<file path="src/sv/pscm_pkg.sv">
`default_nettype none
package pscm_pkg;
  localparam int unsigned MaxSubs = 1024;
  localparam int unsigned MaxConstraints = 8;
  localparam int unsigned MaxPairs = 16;
  localparam int unsigned Attributes = 64;
  localparam int unsigned ValueBits = 32;

  typedef enum logic [1:0] {
    CMD_WRITE_CONSTRAINT = 2'd0,
    CMD_SET_COUNT        = 2'd1,
    CMD_EVENT_PAIR       = 2'd2,
    CMD_UNUSED           = 2'd3
  } cmd_e;

  typedef enum logic [1:0] {
    OP_EQ   = 2'd0,
    OP_GE   = 2'd1,
    OP_LE   = 2'd2,
    OP_RNG  = 2'd3
  } op_e;

  typedef enum logic [2:0] {
    ST_IDLE  = 3'd0,
    ST_WALK  = 3'd1,
    ST_DRAIN = 3'd2,
    ST_OUT   = 3'd3,
    ST_CLEAR = 3'd4
  } state_e;
endpackage
`default_nettype wire

</file>
<file path="src/sv/pscm_eval.sv">
`default_nettype none
// checks one constraint against all buffered pairs in parallel
module pscm_eval #(
  parameter int unsigned MAX_PAIRS  = pscm_pkg::MaxPairs,
  parameter int unsigned VALUE_BITS = pscm_pkg::ValueBits
) (
  input  wire logic [MAX_PAIRS-1:0]                 pair_valid_i,
  input  wire logic [MAX_PAIRS-1:0][5:0]            pair_attr_i,
  input  wire logic [MAX_PAIRS-1:0][VALUE_BITS-1:0] pair_val_i,
  input  wire logic [5:0]                           c_attr_i,
  input  wire logic [1:0]                           c_op_i,
  input  wire logic [VALUE_BITS-1:0]                c_lo_i,
  input  wire logic [VALUE_BITS-1:0]                c_hi_i,
  output      logic                                 hit_o
);
  logic [MAX_PAIRS-1:0] hits;
  always_comb begin
    for (int p = 0; p < MAX_PAIRS; p++) begin
      logic ok;
      ok = 1'b0;
      case (pscm_pkg::op_e'(c_op_i))
        pscm_pkg::OP_EQ:  ok = pair_val_i[p] == c_lo_i;
        pscm_pkg::OP_GE:  ok = pair_val_i[p] >= c_lo_i;
        pscm_pkg::OP_LE:  ok = pair_val_i[p] <= c_lo_i;
        pscm_pkg::OP_RNG: ok = (pair_val_i[p] >= c_lo_i) && (pair_val_i[p] <= c_hi_i);
        default:          ok = 1'b0;
      endcase
      hits[p] = pair_valid_i[p] && (pair_attr_i[p] == c_attr_i) && ok;
    end
  end
  assign hit_o = |hits;
endmodule
`default_nettype wire

</file>
<file path="config.mk">
export PLATFORM = sky130hd
export DESIGN_NAME = pscm_eval
export DESIGN_NICKNAME = d
export VERILOG_FILES = /design/src/sv/pscm_pkg.sv /design/src/sv/pscm_eval.sv
export SDC_FILE = /design/constraint.sdc
export NUM_CORES = 2
export LEC_CHECK = 0
export ABC_CLOCK_PERIOD_IN_PS = 4600
export BUFFER_PORTS_ARGS = -buffer_cell sky130_fd_sc_hd__buf_4
export CAP_MARGIN = 20
export CORE_AREA = 2 2 271 273
export DETAILED_ROUTE_END_ITERATION = 8
export DIE_AREA = 0 0 273 275
export SLEW_MARGIN = 30
export SYNTH_ARGS = -nofsm -noshare
export SYNTH_HDL_FRONTEND = slang
export SYNTH_SLANG_ARGS = --single-unit
export TNS_END_PERCENT = 20
</file>
<file path="constraint.sdc">
create_clock -name vclk -period 4.6
set_clock_uncertainty 0.2 [all_clocks]
set_input_delay 0.46 -clock vclk [all_inputs]
set_output_delay 0.46 -clock vclk [all_outputs]
set_load 0.03 [all_outputs]
</file>
# Word level (Yosys, flattened, before mapping)
# Index checks and enable logic that the tools add are counted.
# op_classes
n_addsub	0
n_reduce_logical	50
muxes	16
shifts	0
order_cmp	48
n_eq_ne	35
mul	0
bitwise_logic	0
n_div	0
# ops
op	n
$le A32 B32 Y1	32
$eq A32 B32 Y1	16
$ge A32 B32 Y1	16
$eq A6 B6 Y1	16
$pmux W1 S4	16
$logic_and A1 B1 Y1	48
$reduce_or A16 Y1	1
$eq A2 B2 Y1 const B	2
$eq A2 B1 Y1 const B	1
$logic_not A2 Y1	1
# totals
rom_bits	0
reg_bits	0
out_inout_bits	1
word_cells	149
memories	0
mem_bits_rw	0
latchBits	0

# Longest topological paths before layout
# logic_depth
depth_word	5
mapped_depth	12
mapped_depth_nobuf	12

# Worst setup path after synthesis
# Ideal clock, no wire load.
# synth_path
path_type	input-to-output
start	input port c_lo_i[13]
end	output port hit_o
cell_stages	12
n_path_buf	0
path_slack_ns	0.845
t_arrival_ns	3.095
cell_sequence	inv_1 -> ha_1 -> a211oi_2 -> o211ai_1 -> o22a_1 -> o31a_1 -> a2111oi_2 -> o21ai_1 -> or3_1 -> o2111ai_1 -> and4b_1 -> nand4_1
# synth_via
elab_chain_len	5
word_cells_on_any_way	97
cone_classes	order compare: 32; eq/ne: 16; mux: 16; reduce/logical: 33
# synth_rtl
element	line_no	rtl
from (decl)	pscm_eval.sv:12	input wire logic [VALUE_BITS-1:0] c_lo_i,
$ge A32 B32 Y1	pscm_eval.sv:23, pscm_eval.sv:25	
$logic_and A1 B1 Y1	pscm_eval.sv:25	pscm_pkg::OP_RNG: ok = (pair_val_i[p] >= c_lo_i) && (pair_val_i[p] <= c_hi_i);
$pmux W1 S4	pscm_eval.sv:21	case (pscm_pkg::op_e'(c_op_i))
$logic_and A1 B1 Y1	pscm_eval.sv:28	hits[p] = pair_valid_i[p] && (pair_attr_i[p] == c_attr_i) && ok;
$reduce_or A16 Y1 (*)	pscm_eval.sv:31	assign hit_o = |hits;
to (decl)	pscm_eval.sv:14	output logic hit_o
# Mark *: on every way between the ends. The rest lies on a longest branch, timed or not.

# Worst setup path in the final report
# layout_path
start	input port c_lo_i[21]
end	output port hit_o
# Same word-level chain as after synthesis.

==> reports/metrics.cfg <==
[route]
wl_mm=123.1
drc=0
ant_nets=0
post_drt_wl_per_cell_um=26.36
drt_iter0_drc=2061
vias=27170
routed_via_density=5.816
drt_first_pass_iters=6

[timing]
tightest_slew_ps=941.4
tns_ps=0
setup_viol=0
period_needed_ps=4460
fmax_mhz=224.2
timing_hold_violations_final=0
drv_slew=0
fin_crit_sh_pct=96.95
whs_ps=1571
slew_headroom_pct=37.17

[power]
powerDensity_nw_per_um2=97.17
ir_drop_mv=0.05567
p_leak_nw=16.50
finalPower_mw=3.059

[layout]
nets=5428
drive_gt1_share_pct=23.69
clock_buffer_count=0
sequential_cell_total=0
area_delta_synth_final_pct=33.28
fin_cells=4672
final_core_util_pct=43.52
regArea_um2=0

[floorplan]
start_util_pct=32.66
die_area_um2=75080
die_height_um=275
die_w_um=273
core_area_um2=72340
io_pins=697
fp-row-count=99

[logic_synthesis]
synth.area.mux_share_pct=0.08474
yosysTopAreaCell=ha_1
synth_compound_area_share_pct=23.14
synth.distinct_cells=68
seq_area_frac_synth_pct=0
syn-num-nets=4585
synth_warnings=0
synth_area_per_cell_um2=8.246
syn_area_um2=23620
synth_xor_area_share_pct=3.559
synthCells=2865
yosys-top-cells-count=ha_1 (1024), a21oi_1 (369), nand4_1 (233)
yosys.area_share.simple_pct=17.03
synth_top_area_share_pct=54.23
synth_most_common_cell=ha_1
yosys-top-cells-area=ha_1 (54%), a21oi_1 (7.8%), nand4_1 (6.2%)
synthAdderAreaFrac_pct=54.23
synth_top_family_by_area=adder cells

[global_route]
grt_util_all_layers_pct=31.10
antenna_found_initial=8
grt_pass1_vias=25750
grt_max_degree=20
overflow=0
grt_pass1_wl_mm=172.0

[setup_path]
critPathLaunchType=primary input
cp_max_fo=6
cp_data_arrival_time_ps=3800
cp.required_ps=3940
crit_type=in -> out
cp-end-kind=primary output

[placed_design]
post-dp-hpwl_mm=107.5
dp_cells=4663
port_buffers=697
place_congestion=0.9737

[worst_hold_path]
hold_depth=4
worstHoldStart=c_op_i[0]
hold_path_class=in -> out
holdPathEnd=hit_o

[outcome]
outcome=complete, no violations

[clocking]
hold_buffers=0

[flow_run]
drv_cap=0

## layer usage
| layer | track usage, % | vias to the layer above | routed length, um |
|---|---|---|---|
| li1 | - | 13200 | - |
| met1 | 42.98 | 12620 | 55040 |
| met2 | 50.97 | 1190 | 55210 |
| met3 | 3.648 | 166 | 9270 |
| met4 | 8.010 | 2 | 3608 |
| met5 | 0 | - | 11 |
## cell families (layout without fill, tap and decap cells)
| kind of cell | after synthesis | after routing |
|---|---|---|
| XOR/XNOR | 96 | 96 |
| other | 0 | 7 |
| AND/OR/NAND/NOR | 751 | 751 |
| adder cells (fa/ha/maj) | 1024 | 1024 |
| AO/OA/AOI/OAI | 873 | 873 |
| multiplexers | 2 | 2 |
| buffers and inverters | 119 | 960 |
## worst max path at each step
stage | endpoint | startpoint | cells past startpoint | slack (ps)
after floorplan | hit_o | c_lo_i[13] | 12 | 850
after global placement | hit_o | c_hi_i[20] | 13 | 70
after detailed placement | hit_o | c_lo_i[9] | 13 | 60
after CTS | hit_o | c_lo_i[9] | 13 | 50
after global routing | hit_o | c_lo_i[21] | 14 | -20
final | hit_o | c_lo_i[21] | 15 | 140
## power breakdown
part	switching (mW)	internal (mW)	leakage, nW
logic	1.68	1.38	16.5
clock network	0	0.000000175	0.0000474
registers	0	0	0
## through the flow
step	setup WS, ps	instance area, um2
after floorplan	845.4	23620
after global placement	70.85	31390
after detailed placement	64.71	31390
after CTS	46.77	31390
after global routing	-15.49	31480
final	140.3	31490
## cell usage in the layout, fill, tap and decap left out, types with 5 or more instances in the layout
| cell type | count |
|---|---|
| a221o_1 | 9 |
| o21ai_0 | 115 |
| nand2b_1 | 12 |
| a2111oi_0 | 15 |
| a211o_1 | 5 |
| a31oi_1 | 16 |
| a21oi_1 | 369 |
| nor2b_1 | 35 |
| xor2_1 | 43 |
| a21o_1 | 182 |
| nand4_1 | 233 |
| o21a_1 | 16 |
| ha_1 | 1024 |
| nor4_1 | 51 |
| inv_1 | 99 |
| o211ai_1 | 35 |
| xnor2_1 | 53 |
| and4_1 | 17 |
| a221oi_1 | 12 |
| nand3_1 | 81 |
| or4_1 | 10 |
| a211oi_1 | 31 |
| buf_4 | 840 |
| buf_12 | 18 |
| nand2_1 | 180 |
| a21boi_0 | 7 |
| nor2_1 | 59 |
| and3_1 | 5 |
| o21bai_1 | 5 |
| or3_1 | 8 |
| nor3_1 | 42 |
| diode_2 | 7 |
## worst max-delay path, cell delays in order
cell and delay (ps):
buf_4 110, inv_1 360, buf_4 260, ha_1 130, nand3_1 80, or3_1 370
nor3_1 400, o31a_1 290, a2111oi_2 70, o21ai_1 110, or3_1 130, o2111ai_1 230
and4b_1 330, nand4_1 190, buf_4 250
## what timing repair did
item                                    CTS  global route
gates resized for setup                   0             9
endpoints found under the setup margin    0             1
buffers inserted                          0             2
## layout make-up
class / instances / area [um2]
timing repair buffer: 858 / 6666
inverter: 102 / 394.1
multi-input combinational: 2746 / 23210
fill: 7363 / 40850
tap: 959 / 1200
antenna: 7 / 17.52
Note: power is estimated with default switching activity, not from simulation.
